$ cat src/rtl/deposit_kiosk_controller_unit_macros.svh
// ----------------------------------------------------------------------------
// Deposit kiosk controller assertion macros
// Short forms for the clocked, reset-qualified properties used in the RTL.
// ----------------------------------------------------------------------------
`ifndef DEPOSIT_KIOSK_CONTROLLER_UNIT_MACROS_SVH
`define DEPOSIT_KIOSK_CONTROLLER_UNIT_MACROS_SVH

// The consequent must hold in the same cycle as the antecedent.
`define DKC_ASSERT_SAME(label, clk, rst_n, ante, cons) \
    label: assert property (@(posedge clk) disable iff (!(rst_n)) (ante) |-> (cons)) \
        else $error("deposit kiosk controller: same-cycle check failed");

// The consequent must hold in the cycle after the antecedent.
`define DKC_ASSERT_NEXT(label, clk, rst_n, ante, cons) \
    label: assert property (@(posedge clk) disable iff (!(rst_n)) (ante) |=> (cons)) \
        else $error("deposit kiosk controller: next-cycle check failed");

`endif

$ cat src/rtl/dkc_pkg.sv
// ----------------------------------------------------------------------------
// Deposit kiosk controller package
// Types, reset values and helper functions shared by the controller modules.
// ----------------------------------------------------------------------------
package dkc_pkg;

    localparam int TIMER_BITS = 16;
    localparam int LIMIT_BITS = 16;
    localparam int CMP_BITS   = (TIMER_BITS > LIMIT_BITS) ? TIMER_BITS : LIMIT_BITS;

    localparam int CFG_INDEX_BITS = 3;
    localparam int CFG_DATA_BITS  = 16;
    localparam int IN_DATA_BITS   = 24;
    localparam int OUT_DATA_BITS  = 24;
    localparam int OUT_USED_BITS  = 17;

    localparam logic [TIMER_BITS-1:0] TIMER_MAX = {TIMER_BITS{1'b1}};

    localparam logic [15:0] DETECT_TIMEOUT_RST = 16'd3000;
    localparam logic [15:0] SCAN_TIMEOUT_RST   = 16'd5000;
    localparam logic [15:0] ACCEPT_WINDOW_RST  = 16'd3000;
    localparam logic [15:0] REJECT_TIME_RST    = 16'd3000;
    localparam logic [8:0]  FULL_DISTANCE_RST  = 9'd10;
    localparam logic [9:0]  BLINK_HALF_RST     = 10'd400;
    localparam logic [7:0]  DRIVE_DUTY_RST     = 8'd200;
    localparam logic [7:0]  MIN_CODE_LEN_RST   = 8'd5;

    typedef enum logic [2:0] {
        MODE_READY    = 3'd0,
        MODE_DETECTED = 3'd1,
        MODE_SCANNING = 3'd2,
        MODE_ACCEPTED = 3'd3,
        MODE_REFUSED  = 3'd4,
        MODE_FULL     = 3'd5
    } mode_t;

    typedef enum logic [1:0] {
        MOTOR_STOP = 2'd0,
        MOTOR_FWD  = 2'd1,
        MOTOR_REV  = 2'd2
    } motor_t;

    typedef enum logic [1:0] {
        LED_GREEN = 2'd0,
        LED_BLUE  = 2'd1,
        LED_OFF   = 2'd2,
        LED_RED   = 2'd3
    } led_t;

    typedef enum logic [CFG_INDEX_BITS-1:0] {
        CFG_DETECT_TIMEOUT = 3'd0,
        CFG_SCAN_TIMEOUT   = 3'd1,
        CFG_ACCEPT_WINDOW  = 3'd2,
        CFG_REJECT_TIME    = 3'd3,
        CFG_FULL_DISTANCE  = 3'd4,
        CFG_BLINK_HALF     = 3'd5,
        CFG_DRIVE_DUTY     = 3'd6,
        CFG_MIN_CODE_LEN   = 3'd7
    } cfg_index_t;

    typedef struct packed {
        logic [15:0] detect_timeout_ms;
        logic [15:0] scan_timeout_ms;
        logic [15:0] accept_window_ms;
        logic [15:0] reject_time_ms;
        logic [8:0]  full_distance_cm;
        logic [9:0]  blink_half_ms;
        logic [7:0]  drive_duty;
        logic [7:0]  min_code_length;
    } cfg_t;

    typedef struct packed {
        logic       entry_edge;
        logic       code_ready;
        logic [7:0] code_length;
        logic       verdict_valid;
        logic       verdict_ok;
        logic       range_valid;
        logic [8:0] range_cm;
        logic       first_gate_low;
        logic       second_gate_low;
    } in_item_t;

    typedef struct packed {
        mode_t      mode_now;
        motor_t     motor_direction;
        logic [7:0] motor_pwm;
        led_t       led_colour;
        logic       publish_scan;
        logic       publish_confirm;
    } out_item_t;

    typedef struct packed {
        mode_t                 mode;
        logic [TIMER_BITS-1:0] elapsed_ms;
        logic [9:0]            blink_count;
        logic                  blink_phase;
        logic                  entry_pending;
        logic                  scanner_enabled;
        logic                  first_seen;
        logic                  second_seen;
        logic                  confirmed;
        motor_t                motor;
    } state_t;

    localparam state_t STATE_RST = '{
        mode:            MODE_READY,
        elapsed_ms:      '0,
        blink_count:     '0,
        blink_phase:     1'b0,
        entry_pending:   1'b0,
        scanner_enabled: 1'b1,
        first_seen:      1'b0,
        second_seen:     1'b0,
        confirmed:       1'b0,
        motor:           MOTOR_STOP
    };

    // True once the elapsed time has gone strictly past the limit.
    function automatic logic timed_out(input logic [TIMER_BITS-1:0] elapsed,
                                       input logic [LIMIT_BITS-1:0] limit);
        return CMP_BITS'(elapsed) > CMP_BITS'(limit);
    endfunction

endpackage

$ cat src/rtl/dkc_cfg_regs.sv
// ----------------------------------------------------------------------------
// Deposit kiosk controller configuration registers
// Write-only register file; each register keeps only its own width.
// ----------------------------------------------------------------------------
module dkc_cfg_regs (
    input  logic                                aclk,
    input  logic                                aresetn,
    input  logic                                cfg_we,
    input  logic [dkc_pkg::CFG_INDEX_BITS-1:0]  cfg_index,
    input  logic [dkc_pkg::CFG_DATA_BITS-1:0]   cfg_data,
    output dkc_pkg::cfg_t                       cfg
);
    import dkc_pkg::*;

    cfg_t cfg_reg;
    cfg_t cfg_next;

    always_comb begin
        cfg_next = cfg_reg;
        if (cfg_we) begin
            case (cfg_index_t'(cfg_index))
                CFG_DETECT_TIMEOUT: cfg_next.detect_timeout_ms = cfg_data;
                CFG_SCAN_TIMEOUT:   cfg_next.scan_timeout_ms   = cfg_data;
                CFG_ACCEPT_WINDOW:  cfg_next.accept_window_ms  = cfg_data;
                CFG_REJECT_TIME:    cfg_next.reject_time_ms    = cfg_data;
                CFG_FULL_DISTANCE:  cfg_next.full_distance_cm  = cfg_data[8:0];
                CFG_BLINK_HALF:     cfg_next.blink_half_ms     = cfg_data[9:0];
                CFG_DRIVE_DUTY:     cfg_next.drive_duty        = cfg_data[7:0];
                CFG_MIN_CODE_LEN:   cfg_next.min_code_length   = cfg_data[7:0];
                default:            cfg_next = cfg_reg;
            endcase
        end
    end

    always_ff @(posedge aclk) begin
        if (!aresetn) begin
            cfg_reg.detect_timeout_ms <= DETECT_TIMEOUT_RST;
            cfg_reg.scan_timeout_ms   <= SCAN_TIMEOUT_RST;
            cfg_reg.accept_window_ms  <= ACCEPT_WINDOW_RST;
            cfg_reg.reject_time_ms    <= REJECT_TIME_RST;
            cfg_reg.full_distance_cm  <= FULL_DISTANCE_RST;
            cfg_reg.blink_half_ms     <= BLINK_HALF_RST;
            cfg_reg.drive_duty        <= DRIVE_DUTY_RST;
            cfg_reg.min_code_length   <= MIN_CODE_LEN_RST;
        end else begin
            cfg_reg <= cfg_next;
        end
    end

    assign cfg = cfg_reg;

endmodule

$ cat src/rtl/dkc_step.sv
// ----------------------------------------------------------------------------
// Deposit kiosk controller tick logic
// Next-state and result logic for one millisecond tick.
// ----------------------------------------------------------------------------
module dkc_step (
    input  dkc_pkg::cfg_t      cfg,
    input  dkc_pkg::state_t    state_cur,
    input  dkc_pkg::in_item_t  item,
    output dkc_pkg::state_t    state_upd,
    output dkc_pkg::out_item_t result
);
    import dkc_pkg::*;

    state_t n;
    logic   pub_scan;
    logic   pub_confirm;
    led_t   led;

    always_comb begin
        n           = state_cur;
        pub_scan    = 1'b0;
        pub_confirm = 1'b0;
        led         = LED_OFF;

        // Timer and blink counter advance first.
        if (n.elapsed_ms != TIMER_MAX) begin
            n.elapsed_ms = n.elapsed_ms + 1'b1;
        end
        if (n.blink_count >= cfg.blink_half_ms) begin
            n.blink_phase = ~n.blink_phase;
            n.blink_count = '0;
        end else begin
            n.blink_count = n.blink_count + 1'b1;
        end

        if (item.entry_edge && (n.mode == MODE_READY)) begin
            n.entry_pending = 1'b1;
        end

        // The server verdict overrides whatever mode we were in.
        if (item.verdict_valid) begin
            n.elapsed_ms = '0;
            if (item.verdict_ok) begin
                n.mode        = MODE_ACCEPTED;
                n.first_seen  = 1'b0;
                n.second_seen = 1'b0;
                n.confirmed   = 1'b0;
                n.motor       = MOTOR_FWD;
            end else begin
                n.mode  = MODE_REFUSED;
                n.motor = MOTOR_REV;
            end
        end

        // Bin level check; a zero reading means no echo.
        if (item.range_valid) begin
            if ((item.range_cm != '0) && (item.range_cm < cfg.full_distance_cm)) begin
                n.mode = MODE_FULL;
            end else if ((item.range_cm >= cfg.full_distance_cm) && (n.mode == MODE_FULL)) begin
                n.mode = MODE_READY;
            end
        end

        case (n.mode)
            MODE_READY: begin
                if (n.entry_pending) begin
                    n.entry_pending   = 1'b0;
                    n.mode            = MODE_DETECTED;
                    n.elapsed_ms      = '0;
                    n.scanner_enabled = 1'b1;
                end
            end
            MODE_DETECTED: begin
                if (timed_out(n.elapsed_ms, cfg.detect_timeout_ms)) begin
                    n.mode            = MODE_REFUSED;
                    n.elapsed_ms      = '0;
                    n.motor           = MOTOR_REV;
                    n.scanner_enabled = 1'b0;
                end else if (n.scanner_enabled && item.code_ready &&
                             (item.code_length > cfg.min_code_length)) begin
                    pub_scan          = 1'b1;
                    n.mode            = MODE_SCANNING;
                    n.elapsed_ms      = '0;
                    n.scanner_enabled = 1'b0;
                end
            end
            MODE_SCANNING: begin
                if (timed_out(n.elapsed_ms, cfg.scan_timeout_ms)) begin
                    n.mode       = MODE_REFUSED;
                    n.elapsed_ms = '0;
                    n.motor      = MOTOR_REV;
                end
            end
            MODE_ACCEPTED: begin
                if (!n.first_seen && item.first_gate_low) begin
                    n.first_seen = 1'b1;
                end
                if (n.first_seen && !n.second_seen && item.second_gate_low) begin
                    n.second_seen = 1'b1;
                end
                if (n.first_seen && n.second_seen && !n.confirmed) begin
                    n.confirmed = 1'b1;
                    pub_confirm = 1'b1;
                end
                if (timed_out(n.elapsed_ms, cfg.accept_window_ms)) begin
                    n.motor = MOTOR_STOP;
                    if (n.confirmed) begin
                        n.mode = MODE_READY;
                    end else begin
                        n.mode       = MODE_REFUSED;
                        n.elapsed_ms = '0;
                        n.motor      = MOTOR_REV;
                    end
                    n.first_seen  = 1'b0;
                    n.second_seen = 1'b0;
                    n.confirmed   = 1'b0;
                end
            end
            MODE_REFUSED: begin
                if (timed_out(n.elapsed_ms, cfg.reject_time_ms)) begin
                    n.motor = MOTOR_STOP;
                    n.mode  = MODE_READY;
                end
            end
            default: begin
                n.motor = MOTOR_STOP;
            end
        endcase

        case (n.mode)
            MODE_READY:    led = LED_GREEN;
            MODE_DETECTED: led = LED_BLUE;
            MODE_SCANNING,
            MODE_ACCEPTED: led = n.blink_phase ? LED_BLUE : LED_OFF;
            MODE_REFUSED:  led = n.blink_phase ? LED_RED : LED_OFF;
            default:       led = LED_RED;
        endcase
    end

    assign state_upd              = n;
    assign result.mode_now        = n.mode;
    assign result.motor_direction = n.motor;
    assign result.motor_pwm       = (n.motor != MOTOR_STOP) ? cfg.drive_duty : '0;
    assign result.led_colour      = led;
    assign result.publish_scan    = pub_scan;
    assign result.publish_confirm = pub_confirm;

endmodule

$ cat src/rtl/deposit_kiosk_controller_unit.sv
// ----------------------------------------------------------------------------
// Deposit kiosk controller
// Steers a bottle-deposit kiosk through its modes, one request per millisecond.
// ----------------------------------------------------------------------------
// Path: an accepted request waits in the input register, then its result
// is registered in the output register through the tick logic once it is free.
// Throughput: one request per cycle while results are read; the tick logic
// is a single pass of compares and counter updates between the registers.
// Reset: synchronous, active low on aresetn; mode ready, timers cleared,
// scanner enabled, motor stopped, config registers back to their defaults.
module deposit_kiosk_controller_unit (
    input  logic                                aclk,
    input  logic                                aresetn,
    // Configuration write port.
    input  logic                                cfg_we,
    input  logic [dkc_pkg::CFG_INDEX_BITS-1:0]  cfg_index,
    input  logic [dkc_pkg::CFG_DATA_BITS-1:0]   cfg_data,
    // Tick requests in.
    input  logic                                s_tvalid,
    output logic                                s_tready,
    // entry_edge[0], code_ready[1], code_length[9:2], verdict_valid[10],
    // verdict_ok[11], range_valid[12], range_cm[21:13], first_gate_low[22],
    // second_gate_low[23]
    input  logic [dkc_pkg::IN_DATA_BITS-1:0]    s_tdata,
    // Results out.
    output logic                                m_tvalid,
    input  logic                                m_tready,
    // mode_now[2:0], motor_direction[4:3], motor_pwm[12:5], led_colour[14:13],
    // publish_scan[15], publish_confirm[16], zeros above
    output logic [dkc_pkg::OUT_DATA_BITS-1:0]   m_tdata
);
    import dkc_pkg::*;

`include "deposit_kiosk_controller_unit_macros.svh"

    cfg_t      cfg;
    in_item_t  in_item_reg;
    in_item_t  in_item_next;
    logic      in_valid_reg;
    logic      in_valid_next;
    out_item_t out_item_reg;
    out_item_t out_item_next;
    logic      out_valid_reg;
    logic      out_valid_next;
    state_t    state_reg;
    state_t    state_next;
    state_t    state_upd;
    out_item_t step_result;
    logic      s_take;
    logic      advance;

    dkc_cfg_regs u_cfg (
        .aclk      (aclk),
        .aresetn   (aresetn),
        .cfg_we    (cfg_we),
        .cfg_index (cfg_index),
        .cfg_data  (cfg_data),
        .cfg       (cfg)
    );

    dkc_step u_step (
        .cfg       (cfg),
        .state_cur (state_reg),
        .item      (in_item_reg),
        .state_upd (state_upd),
        .result    (step_result)
    );

    // The held request moves on whenever the result register is free or is
    // being emptied in this cycle; the input register then refills at once.
    // While a result waits unread, the held request stays put and the input
    // side stalls with it.
    assign advance  = in_valid_reg && (!out_valid_reg || m_tready);
    assign s_tready = !in_valid_reg || advance;
    assign s_take   = s_tvalid && s_tready;

    always_comb begin
        in_item_next.entry_edge      = s_tdata[0];
        in_item_next.code_ready      = s_tdata[1];
        in_item_next.code_length     = s_tdata[9:2];
        in_item_next.verdict_valid   = s_tdata[10];
        in_item_next.verdict_ok      = s_tdata[11];
        in_item_next.range_valid     = s_tdata[12];
        in_item_next.range_cm        = s_tdata[21:13];
        in_item_next.first_gate_low  = s_tdata[22];
        in_item_next.second_gate_low = s_tdata[23];
    end

    always_comb begin
        if (s_take) begin
            in_valid_next = 1'b1;
        end else if (advance) begin
            in_valid_next = 1'b0;
        end else begin
            in_valid_next = in_valid_reg;
        end

        if (advance) begin
            out_valid_next = 1'b1;
        end else if (m_tready) begin
            out_valid_next = 1'b0;
        end else begin
            out_valid_next = out_valid_reg;
        end

        // Kiosk state only moves when a tick is actually processed.
        state_next    = advance ? state_upd : state_reg;
        out_item_next = advance ? step_result : out_item_reg;
    end

    always_ff @(posedge aclk) begin
        if (!aresetn) begin
            in_valid_reg  <= 1'b0;
            out_valid_reg <= 1'b0;
            state_reg     <= STATE_RST;
        end else begin
            in_valid_reg  <= in_valid_next;
            out_valid_reg <= out_valid_next;
            state_reg     <= state_next;
        end
    end

    // Payload registers carry no reset.
    always_ff @(posedge aclk) begin
        if (s_take) begin
            in_item_reg <= in_item_next;
        end
        out_item_reg <= out_item_next;
    end

    assign m_tvalid = out_valid_reg;
    assign m_tdata  = {(OUT_DATA_BITS - OUT_USED_BITS)'(0), out_item_reg.publish_confirm,
                       out_item_reg.publish_scan, out_item_reg.led_colour,
                       out_item_reg.motor_pwm, out_item_reg.motor_direction,
                       out_item_reg.mode_now};

    // A published barcode always leaves the kiosk waiting for its verdict.
    `DKC_ASSERT_SAME(a_scan_mode, aclk, aresetn, out_valid_reg && out_item_reg.publish_scan, out_item_reg.mode_now == MODE_SCANNING)

    // Duty is only driven while the motor is running.
    `DKC_ASSERT_SAME(a_pwm_dir, aclk, aresetn, out_valid_reg && (out_item_reg.motor_pwm != '0), out_item_reg.motor_direction != MOTOR_STOP)

    // A full bin keeps the motor stopped.
    `DKC_ASSERT_SAME(a_full_stop, aclk, aresetn, state_reg.mode == MODE_FULL, state_reg.motor == MOTOR_STOP)

    // Kiosk state holds in any cycle in which no tick is processed.
    `DKC_ASSERT_NEXT(a_state_hold, aclk, aresetn, !advance, $stable(state_reg))

endmodule
$ cat config.mk
export PLATFORM = sky130hd
export DESIGN_NAME = deposit_kiosk_controller_unit
export DESIGN_NICKNAME = d
export VERILOG_FILES = /design/src/rtl/dkc_pkg.sv /design/src/rtl/dkc_cfg_regs.sv /design/src/rtl/dkc_step.sv /design/src/rtl/deposit_kiosk_controller_unit.sv
export VERILOG_INCLUDE_DIRS = /design/src /design/src/rtl
export SDC_FILE = /design/constraint.sdc
export NUM_CORES = 1
export LEC_CHECK = 0
export BUFFER_PORTS_ARGS = -buffer_cell sky130_fd_sc_hd__buf_2
export CORE_MARGIN = 5
export CORE_UTILIZATION = 45
export CTS_CLUSTER_DIAMETER = 80
export DETAILED_ROUTE_END_ITERATION = 16
export PLACE_DENSITY = 0.66
export SLEW_MARGIN = 25
export SYNTH_ARGS = -nofsm -noshare
export SYNTH_HDL_FRONTEND = slang
export SYNTH_SLANG_ARGS = --single-unit
$ cat constraint.sdc
create_clock -name aclk -period 4 [get_ports aclk]
set_input_delay 0.6 -clock aclk [delete_from_list [all_inputs] [get_ports aclk]]
set_output_delay 0.6 -clock aclk [all_outputs]
set_load 0.005 [all_outputs]
Word level (Yosys, flattened, before mapping)

Index checks and enable logic that the tools add are counted.

Register bits: 179
Output and inout bits: 26
Word-level logic and storage cells: 154

Add/subtract/negate cells: 2
Magnitude comparators: 8
Eq/ne operators: 19
Muxes and demuxes: 49
Bitwise logic cells: 2
Reductions and logical operators: 39

Operator list:

| operator              | count |
|---|---|
| $mux 19               | 6 |
| $gt 16x16->1          | 4 |
| $pmux 16 s4           | 1 |
| $mux 16               | 2 |
| $mux 3                | 8 |
| $eq 3x3->1 const B    | 7 |
| $mux 1                | 19 |
| $eq 3x2->1 const B    | 6 |
| $add 16x1->16 const B | 1 |
| $ne 16x16->1 const B  | 1 |
| $reduce_and 2->1      | 8 |
| $pmux 3 s5            | 1 |
| $logic_and 1x1->1     | 12 |
| $logic_not 3->1       | 4 |
| $mux 2                | 6 |
| $add 10x1->10 const B | 1 |
| $ge 10x10->1          | 1 |
| $mux 10               | 1 |
| $mux 5                | 2 |
| $pmux 2 s5            | 1 |
| $eq 3x1->1 const B    | 3 |
| $ge 9x9->1            | 1 |
| $lt 9x9->1            | 1 |
| $reduce_bool 9->1     | 1 |
| other kinds (11)      | 21 |

Depth between registers and ports, before layout

Gate-level depths: netlist of the first run.

Depth in word-level cells: 24
Mapped depth: 19
Mapped depth without buffers: 18

Hierarchy

Synthesis of the first run repeated with hierarchy kept, for this count alone.

Cell total of the unflattened synthesis: 1187
Area total of the unflattened synthesis: 10691.5 um^2

Modules (own cells, without submodules):

| module                        | instances | cells each | area each (um^2) |
|---|---|---|---|
| dkc_step                      | 1         | 603        | 3962.6 |
| dkc_cfg_regs                  | 1         | 365        | 3837.4 |
| deposit_kiosk_controller_unit | 1         | 219        | 2891.5 |

Least setup slack after synthesis of the first run

Ideal clock, no wire load.

Path kind: register -> register
Start: register state_reg[18] (netlist name)
End: register out_item_reg (netlist bit m_tdata[13]), data pin
Library setup time: 257 ps
Arrival: 3775 ps
Data required time: 3743 ps
Path slack: -32 ps
Stages on the path, launching flop included: 18
Clock period less this slack: 4032 ps
Cells stage by stage: dfxtp_1 > ha_1 > nand4_1 > nor4_4 > nor2_1 > nand3_1 > xor2_1 > nor2_1 > ha_1 > nand2b_1 > a211oi_1 > o32ai_1 > a211oi_1 > o31ai_4 > a21oi_2 > nor3_1 > or2_0 > a32o_1

RTL lines:

| item                     | line                                 | text |
|---|---|---|
| start: declaration       | deposit_kiosk_controller_unit.sv:45  | `state_t state_reg;` |
| start signal: assignment | deposit_kiosk_controller_unit.sv:119 | `state_reg <= state_next;` |
| end signal: assignment   | deposit_kiosk_controller_unit.sv:128 | `out_item_reg <= out_item_next;` |
| end: declaration         | deposit_kiosk_controller_unit.sv:41  | `out_item_t out_item_reg;` |

Worst setup path after layout of the first run

Start: register state_reg[18] (netlist name)
End: register out_item_reg (netlist bit m_tdata[5]), data pin

Cells in the longest elaborated chain, start to end: 7
Elaborated cells on any way between the ends: 14

RTL lines:

| item                                          | line                           | text |
|---|---|---|
| $add 16x1->16 or $ne 16x16->1 (tied branches) | dkc_step.sv:27, dkc_step.sv:26 |  |
| $mux 16 *                                     | dkc_step.sv:26                 | `if (n.elapsed_ms != TIMER_MAX) begin` |
| $mux 19 *                                     | dkc_step.sv:41                 | `if (item.verdict_valid) begin` |
| $gt 16x16->1                                  | dkc_pkg.sv:122                 | `return CMP_BITS'(elapsed) > CMP_BITS'(limit);` |
| $mux 2 (tied with other cells)                | dkc_step.sv:120                | `if (timed_out(n.elapsed_ms, cfg.reject_time_ms)) begin` |
| $pmux 2 s5 *                                  | dkc_step.sv:64                 | `case (n.mode)` |
| $reduce_bool 2->1 *                           | dkc_step.sv:143                | `assign result.motor_pwm = (n.motor != MOTOR_STOP) ? cfg.drive_duty : '0;` |

Every way passes the cells marked *; elsewhere a longest branch is shown, timed or not.
A chain may end at the register's enable or synchronous reset.

==> metrics.txt, run 1 <==
Worst Hold Path Cells 1; Yosys reg bits about 180; clk buf depth 2; Max-cap violations 0; worst min path class in -> reg; final max-slew violation count 0; global route hottest layer met2; Yosys top cell area share roughly 28%; VDD IR max ~220 uV; CTS Root Cell clkbuf_16; chip width between 150 and 200 um; Reg2Reg Depth 18; overall power 0.00400 W; share of cells above drive strength 1 22.2%; top_reg_cell synth dfxtp_1; row cnt 54; minimum clock period between 3 and 4 ns; Worst-path clk slew around 0.070 ns; max frequency 252 MHz; GP Congestion slightly below 0.9; setup violators final 0; GR Layer Usage met2 35.0%; clock skew between 0.015 and 0.02 ns; Total GRT Usage between 20% and 30%; Worst Path Required roughly 4.3 ns; post-synth top area cell dfxtp_1; Die Y roughly 160 um; met3 global-route usage around 3.7%; core area 0.0218 mm2; CTS tree done; Clock Sinks ~180; Area growth, synth to finish 22.9%; First DRT Iteration DRCs between 600 and 700; async set-or-reset flop fraction in the synthesized netlist 0%; Final Hold Viols 0; vias in the first global route just over 8000; R2R setup slack about 0.039 ns; Max-slew headroom between 30% and 40%; final wirelength 27.4 mm; Synth Instances about 1100; worst hold slack roughly 0.33 ns; initial antenna violation count 0; Hold Startpoint s_tdata[14]; Crit Path Class reg -> reg; Clock H-tree levels 4; Placed Instance Area approximately 0.011 mm2; Antenna Violating Nets Remaining 0; Cell Area, Synth a little under 0.01 mm2; post-layout util a little under three fifths; worst skew pair latency around 0.44 ns; PortBufs 66; GR Layer Usage met1 around 31%; worst r2r dst m_tdata[5]; RSZ-0062 raised after global routing true; Hold EP in_item_reg[3]; post-DP HPWL slightly below 20 mm; drt pass-1 iters 5; DR DRC count 0; Setup crit end kind flop; total number of vias approximately 8600; WL per Instance 17.5 um; distinct cell type count after synthesis 75; status finished, final reports clean; Starting Density between 40% and 50%; diode count 0; Top Ports 74; Largest register FFs 99; total die area 0.0251 mm2; pwr/cell area 329 mW/mm2; final instance area roughly 0.012 mm2; yosys warns 0; Max Fanout on Critical Path 5; largest net degree at the start of global routing 106; Num CTS Buffers 17; Post-synth EDFFs 41; final worst path period share between 90 and 100%; syn avg cell area 8.76 um2; Worst Tran Pin Value around 0.97 ns; Pleak 5.02 nW; Critical Path Source Type flop; WP data arrival approximately 4.3 ns; post-synthesis sequential area ratio between 40 and 50%; Via-to-Cell Ratio approximately 5.5; main area contributors after synthesis dfxtp_1 (28%), edfxtp_1 (12%), ha_1 (11%); fin nets 1408; reg-to-reg startpoint state_reg[18]; first-pass GRT wire length 43.1 mm; Overflow after GRT 0
## where the power goes
part | internal [W] | switching, W
combinational | 0.000174 | 0.000264
clock | 0.000822 | 0.000796
sequential | 0.00191 | 0.0000331
## worst max path at each step
stage	startpoint	endpoint	slack [ns]	depth (start not counted)
global placement	state_reg[18]	m_tdata[13]	-0.09	17
global route	state_reg[20]	m_tdata[7]	-0.18	21
finish	state_reg[18]	m_tdata[5]	0.04	18
CTS	state_reg[19]	m_tdata[13]	0.01	19
floorplan	state_reg[18]	m_tdata[13]	0.09	17
detailed placement	state_reg[24]	m_tdata[13]	-0.22	17
## cell usage in the layout, fill, tap and decap left out, types with 5 or more instances in the layout
cell type,synthesis,layout
dfxtp_1,138,132
buf_4,13,96
conb_1,1,7
a21boi_2,0,6
o211ai_1,32,32
xor2_1,15,13
nor3_1,10,5
nand4_1,14,14
nand3_1,36,35
nor2b_1,12,12
o21ai_1,3,5
mux2i_1,6,6
a21oi_1,29,24
a211oi_1,8,6
buf_2,0,66
a31oi_1,5,5
o21a_1,8,8
and3_1,7,6
a21o_1,18,18
nand2_1,218,215
nor2_2,1,7
buf_6,0,6
edfxtp_1,41,41
inv_1,102,102
a21boi_0,68,68
a22o_1,13,13
ha_4,0,10
clkbuf_16,0,17
nor2_1,53,45
nor3_2,1,6
and4_1,8,5
o21ai_0,26,23
a21oi_2,2,5
ha_1,85,75
nand2b_1,19,19
xnor2_1,10,10
## synthesized netlist by cell type, types with 4 or more instances
cell / number
or4_1: 4
nand2b_1: 19
and4_1: 8
nand4_1: 14
o21ai_0: 26
xor2_1: 15
and3_1: 7
dfxtp_1: 138
or3_1: 4
edfxtp_1: 41
xnor2_1: 10
o21a_1: 8
a22o_1: 13
a21boi_1: 8
a21boi_0: 68
o211ai_1: 32
and2_1: 4
nand3_1: 36
a211oi_1: 8
nand2_1: 218
clkbuf_1: 35
nor4_1: 4
a21o_1: 18
nor3_1: 10
mux2i_1: 6
a31oi_1: 5
a21oi_1: 29
buf_4: 13
nor2_1: 53
o211a_1: 4
nor2b_1: 12
o22ai_1: 4
ha_1: 85
inv_1: 102
## per-layer routing
layer,vias up,wire length (um)
met4,0,502
met2,251,12600
met3,42,1530
met5,-,0
li1,4250,-
met1,4039,12800
## worst max-delay path, cell delays in order (launching register included)
cell and delay (ns):
dfxtp_2 0.36, ha_4 0.14, nand4_1 0.10, buf_4 0.17
nor4_4 0.21, nor2_4 0.10, nand3_2 0.08, xor2_1 0.15
nor2_1 0.06, buf_4 0.20, ha_4 0.25, and3_4 0.18
nand3b_1 0.08, mux2_4 0.29, or4_4 0.57, a21oi_2 0.15
nor3_2 0.08, a221o_2 0.47, a21boi_1 0.17
## what timing repair did
| action | 4_1_cts | 5_1_grt |
|---|---|---|
| pin swaps | 27 | 63 |
| hold endpoints to repair | 0 | 0 |
| buffers inserted | 11 | 10 |
| hold buffers | 0 | 0 |
| gates resized for setup | 36 | 48 |
| gates cloned | 1 | 0 |
| endpoints found under the setup margin | 31 | 37 |
## stage by stage
stage | setup slack, ns | TNS [ns] | cells
6_report | 0.0392 | 0 | 1568
5_1_grt | -0.178 | -3.87 | 1568
4_1_cts | 0.0125 | 0 | 1558
3_5_place_dp | -0.221 | -3.04 | 1514
3_3_place_gp | -0.0861 | -1.19 | 1514
2_1_floorplan | 0.0859 | 0 | 1137
## area by class of cell
class / instances / area [um2]
fill: 1956 / 9580
sequential: 179 / 4010
inverter: 102 / 383
clock inverter: 15 / 145
timing repair buffer: 170 / 1160
tap: 280 / 350
clock buffer: 17 / 425
multi-input combinational: 805 / 5700
## cell families (layout without fill, tap and decap cells)
kind of cell	Yosys count	after routing	share of synthesized area, %
simple gates	409	409	19.3
compound gates	268	269	19.9
flops	179	179	40.3
buf+inv	154	304	6.37
fa+ha+maj	87	87	11.0
xor+xnor	25	25	2.21
mux	8	8	0.834
other cells	1	7	0.0379
Power figures use the tool's default switching activity.
==> inputs of run 2 (changes only) <==
--- a/config.mk
+++ b/config.mk
@@ -12,6 +12,7 @@
 export CTS_CLUSTER_DIAMETER = 80
 export DETAILED_ROUTE_END_ITERATION = 16
 export PLACE_DENSITY = 0.66
+export RECOVER_POWER = 25
 export SLEW_MARGIN = 25
 export SYNTH_ARGS = -nofsm -noshare
 export SYNTH_HDL_FRONTEND = slang
==> metrics.txt, run 2 (synthesis results as in run 1) <==
fin nets 1408 (unchanged); critical-path cell list ha_4 -> nand4_1 -> buf_4 -> nor4_4 -> buf_4 -> buf_4 -> xnor2_1 -> nand2_2 -> ha_1 -> nand2b_1 -> mux2i_1 -> o221ai_1 -> o31ai_2 -> a21oi_2 -> buf_4 -> nor4_4 -> buf_4 -> o21ai_0 -> and3_1; Buf+Inv Stages, Crit Path 5 (+3); initial antenna violation count 0 (unchanged); crit-path most repeated cell buf_4; part of the power in combinational logic 10.9% (about the same); GP Congestion 0.891 (unchanged); worst min path class in -> reg; WP depth 19 (+1); crit-path max cell delay 0.36 ns (-0.21 ns); Clock H-tree levels 4 (unchanged); Area growth, synth to finish 22.7%; sequential power share 48.6% (about the same); Slowest-stage cell, CP dfxtp_2; clock power share 40.4% (about the same); kind of cell adding the most delay to the critical path simple AND/OR/NAND/NOR gates; drt pass-1 iters 5 (unchanged); Worst Hold Path Cells 1 (unchanged); Reg2Reg Depth 19 (+1); Final Hold Viols 0 (unchanged); Clock Sinks 179 (unchanged); largest net degree at the start of global routing 106 (unchanged); CTS Root Cell clkbuf_16; Placed Instance Area 0.0110 mm2 (unchanged); vias in the first global route 8257 (unchanged); Crit Path Class reg -> reg; worst skew pair latency 0.44 ns (about the same); P_sw 0.00109 W (about the same); First DRT Iteration DRCs 680 (unchanged); P_int 0.00291 W (about the same); final wirelength 27.4 mm (about the same); WP data arrival 4.28 ns (+0.03 ns); WL per Instance 17.5 um (about the same); RSZ-0062 raised after global routing true; setup violators final 0 (unchanged); most frequent cells in the layout nand2_1 (215), dfxtp_1 (132), inv_1 (102); core area 0.0218 mm2 (unchanged); post-DP HPWL 19.3 mm (unchanged); Max-slew headroom -29.3% (-64 points); Top Ports 74 (unchanged); most common cell after layout, fill and taps aside nand2_1; failing checks max-capacitance violations, max-slew violations; dpl ws -0.221 ns (unchanged); switching share of power 27.3% (about the same); PortBufs 66 (unchanged); Num CTS Buffers 17 (unchanged); Worst-path clk slew 0.07 ns (about the same); final worst path period share 99.1% (about the same); Max Fanout on Critical Path 6 (+1); Starting Density 45.5% (unchanged); Pleak 5.01 nW (-0.16%); status finished, violations left; Worst Path Required 4.31 ns (+0.02 ns); Largest register FFs 99 (unchanged); Total GRT Usage 21.9% (unchanged); post-layout util 55.9% (-0.075 points); Critical Path Source Type flop; final setup TNS 0 ns (unchanged); Antenna Violating Nets Remaining 0 (unchanged); diode count 0 (unchanged); chip width 158 um (unchanged); max frequency 252 MHz (about the same); total number of vias 8601 (+0.22%); first-pass GRT wire length 43.1 mm (unchanged); final max-slew violation count 106 (+106); Die Y 158 um (unchanged); Max-cap violations 1 (+1); Overflow after GRT 0 (unchanged); Worst Tran Pin Value 1.94 ns (+0.969 ns); pwr/cell area 329 mW/mm2 (+0.15%); row cnt 54 (unchanged); share of cells above drive strength 1 22.1% (-0.078 points); CTS tree done; final worst setup slack 0.0361 ns (-0.00308 ns); total die area 0.0251 mm2 (unchanged); minimum clock period 3.96 ns (+0.00308 ns); clock skew 0.0147 ns (-0.000506 ns); Setup crit end kind flop; clk buf depth 2 (unchanged); DR DRC count 0 (unchanged); VDD IR max 218 uV (+0.19%); final instance area 0.0122 mm2 (-0.13%); Via-to-Cell Ratio 5.49 (+0.22%)
## run 2: cell count changes in the layout (fill, tap and decap cells not counted), sizes merged
cell and change:
clkbuf +2, buf -2
## run 2: cell type report
class / instances / area, um2
fillers: 1958 / 9600
clock inverters: 15 / 145
inverters: 102 / 383
flip-flops and latches: 179 / 4010
clock buffers: 17 / 425
multi-input cells: 805 / 5700
well taps: 280 / 350
repair buffers: 170 / 1140
## run 2: routing by layer
metal | GRT usage, % | wire length [um]
met5 | 0 | 0
met4 | 5.32 | 518
met3 | 3.70 | 1430
met2 | 35.0 | 12600
met1 | 31.0 | 12900
## run 2: power groups by stage
stage | Combinational (W) | Clock, W | Sequential (W)
floorplan | 0.000251 | 0 | 0.00198
global placement | 0.000391 | 0 | 0.00198
detailed placement | 0.000397 | 0 | 0.00199
CTS | 0.000421 | 0.00165 | 0.00194
global route | 0.000481 | 0.00172 | 0.00195
finish | 0.000438 | 0.00162 | 0.00194
## run 2: timing repair
action	in CTS	in global routing
hold buffers	0	0
cloned	1	0
buffers inserted	11	10
pin swaps	27	63
setup endpoints to repair	31	37
resized for setup	36	48
## run 2: worst paths after layout
kind	start	to	slack, ns
setup / recovery	state_reg[18]	state_reg[27]	0.04
hold / removal	s_tdata[14]	in_item_reg[3]	0.33
setup reg to reg	state_reg[18]	state_reg[27]	0.04
hold reg to reg	u_cfg.cfg[14]	u_cfg.cfg[14]	0.47
## run 2: per-stage QoR
step	cells	hold WS, ns	total power (W)
2_1_floorplan	1137	0.434	0.00223
3_3_place_gp	1514	0.447	0.00238
3_5_place_dp	1514	0.449	0.00238
4_1_cts	1558	0.317	0.00401
5_1_grt	1568	0.307	0.00415
6_report	1568	0.331	0.00400
==> inputs of run 3 (changes only) <==
--- a/config.mk
+++ b/config.mk
@@ -8,10 +8,11 @@
 export LEC_CHECK = 0
 export BUFFER_PORTS_ARGS = -buffer_cell sky130_fd_sc_hd__buf_2
 export CORE_MARGIN = 5
-export CORE_UTILIZATION = 45
+export CORE_UTILIZATION = 25
 export CTS_CLUSTER_DIAMETER = 80
 export DETAILED_ROUTE_END_ITERATION = 16
-export PLACE_DENSITY = 0.66
+export MAX_ROUTING_LAYER = met4
+export PLACE_DENSITY = 0.42
 export RECOVER_POWER = 25
 export SLEW_MARGIN = 25
 export SYNTH_ARGS = -nofsm -noshare
==> metrics.txt, run 3 (synthesis results as in run 1) <==
clk buf depth 2 (unchanged); worst min path class in -> reg; Slowest-stage cell, CP or4_4; CTS tree done; share of cells above drive strength 1 23.3% (+1.1 points); Critical Path Source Type flop; CTS Root Cell clkbuf_16; final worst setup slack 0.0242 ns (-0.0119 ns); fin nets 1418 (+0.71%); Total GRT Usage 14.6% (-7.3 points); setup violators final 0 (unchanged); RSZ-0062 raised after global routing true; Largest register FFs 99 (unchanged); final worst path period share 99.4% (+0.30 points); Clock H-tree levels 4 (unchanged); clock skew 0.0153 ns (+0.000599 ns); Worst-path clk slew 0.08 ns (about the same); post-DP HPWL 22.1 mm (+15%); VDD IR max 283 uV (+30%); hold bufs inserted after CTS 0 (unchanged); total die area 0.0437 mm2 (+74%); DR DRC count 0 (unchanged); GP Congestion 0.842 (-5.5%); Area growth, synth to finish 27.4%; Num CTS Buffers 17 (unchanged); diode count 0 (unchanged); chip width 209 um (+32%); largest net degree at the start of global routing 66 (-38%); initial antenna violation count 0 (unchanged); final max-slew violation count 91 (-14%); Die Y 209 um (+32%); Antenna Violating Nets Remaining 0 (unchanged); core area 0.0395 mm2 (+81%); WP data arrival 4.29 ns (about the same); Final Hold Viols 0 (unchanged); reg-to-reg startpoint state_reg[22]; Worst Path Required 4.31 ns (about the same); max frequency 252 MHz (-0.30%); Max-cap violations 2 (+1); most common cell after layout, fill and taps aside nand2_1; Worst Tran Pin Value 2.99 ns (+1.05 ns); drt pass-1 iters 5 (unchanged); Starting Density 25.1% (-20 points); minimum clock period 3.98 ns (+0.0119 ns); Max Fanout on Critical Path 5 (-1); status finished, violations left; failing checks max-capacitance violations, max-slew violations; First DRT Iteration DRCs 430 (-37%); final wirelength 30.8 mm (+12%); R2R setup slack 0.02 ns (about the same); row cnt 73 (+35%); Overflow after GRT 0 (unchanged); crit-path most repeated cell buf_4; Clock Sinks 179 (unchanged); # fillers 4159 (+110%); final instance area 0.0126 mm2 (+3.8%); most frequent cells in the layout nand2_1 (212), dfxtp_1 (132), buf_4 (109); Setup crit end kind flop; WL per Instance 16.9 um (-3.3%); pwr/cell area 325 mW/mm2 (-1.3%); Via-to-Cell Ratio 4.56 (-17%); PortBufs 66 (unchanged); kind of cell adding the most delay to the critical path simple AND/OR/NAND/NOR gates; total number of vias 8308 (-3.4%); Hold Startpoint s_tdata[5]; dpl ws -0.392 ns (-0.171 ns); Crit Path Class reg -> reg; worst skew pair latency 0.46 ns (+0.02 ns); first-pass GRT wire length 48.3 mm (+12%); critical-path cell list buf_4 -> and4_1 -> and4_1 -> buf_4 -> nand4b_1 -> xor2_1 -> nor2_1 -> buf_4 -> buf_6 -> ha_4 -> and3_4 -> nand3b_1 -> mux2_4 -> or4_4 -> a21oi_2 -> nor3_2 -> a221o_2 -> a21boi_1; crit-path max cell delay 0.52 ns (+0.16 ns); Top Ports 74 (unchanged); vias in the first global route 8249 (-0.097%); Placed Instance Area 0.0115 mm2 (+4.4%); Worst Setup SP state_reg[22]; Max-slew headroom -99.0% (-70 points); Pleak 5.08 nW (+1.4%); Buf+Inv Stages, Crit Path 4 (-1)
run 3: cell types whose count changed in the layout (fill, tap and decap cells not counted), moves of 4 or more:
cell | before | now
a21boi_2 | 6 | 2
nand2_2 | 1 | 6
clkbuf_1 | 1 | 5
a21boi_1 | 2 | 6
buf_4 | 96 | 109
buf_6 | 6 | 1
run 3: what timing repair did:
item / in CTS / in global routing
gates resized for setup: 43 / 53
cloned: 1 / 0
pin swaps: 15 / 28
setup endpoints to repair: 36 / 37
setup buffers: 3 / 8
run 3: final timing paths:
kind / endpoint / cells past startpoint
setup / recovery: m_tdata[10] / 18
hold / removal: in_item_reg[17] / 1
setup reg to reg: m_tdata[10] / 18
hold reg to reg: u_cfg.cfg[17] / 2
run 3: layout make-up:
type	instances	area [um2]	area share, %
Multi-Input combinational cell	805	5780	45.8
Sequential cell	179	4000	31.7
Timing Repair Buffer	180	1220	9.67
Tap cell	525	657	5.21
Clock buffer	18	429	3.40
Inverter	102	383	3.04
Clock inverter	14	146	1.16
run 3: metrics by stage:
stage               cells  utilization [%]  setup TNS (ns)  power, W  hold WS [ns]
finish               1823             32.0               0   0.00410         0.309
global route         1823             32.0           -3.04   0.00429         0.277
CTS                  1816             31.1        -0.00230   0.00415         0.279
detailed placement   1780             29.1           -9.88   0.00241         0.458
global placement     1780             29.1           -8.88   0.00241         0.448
floorplan            1137                -               0   0.00223         0.434
run 3: per-layer routing:
metal / routed length, um / global-route usage (%)
met1: 15500 / 20.2
met2: 13900 / 22.2
met3: 895 / 2.37
met4: 553 / 3.78
met5: 0 / -
run 3: power by group:
group          total, W  switching, W  internal (W)
Combinational  0.000459      0.000279      0.000180
Sequential      0.00194     0.0000321       0.00191
Clock           0.00169      0.000813      0.000881
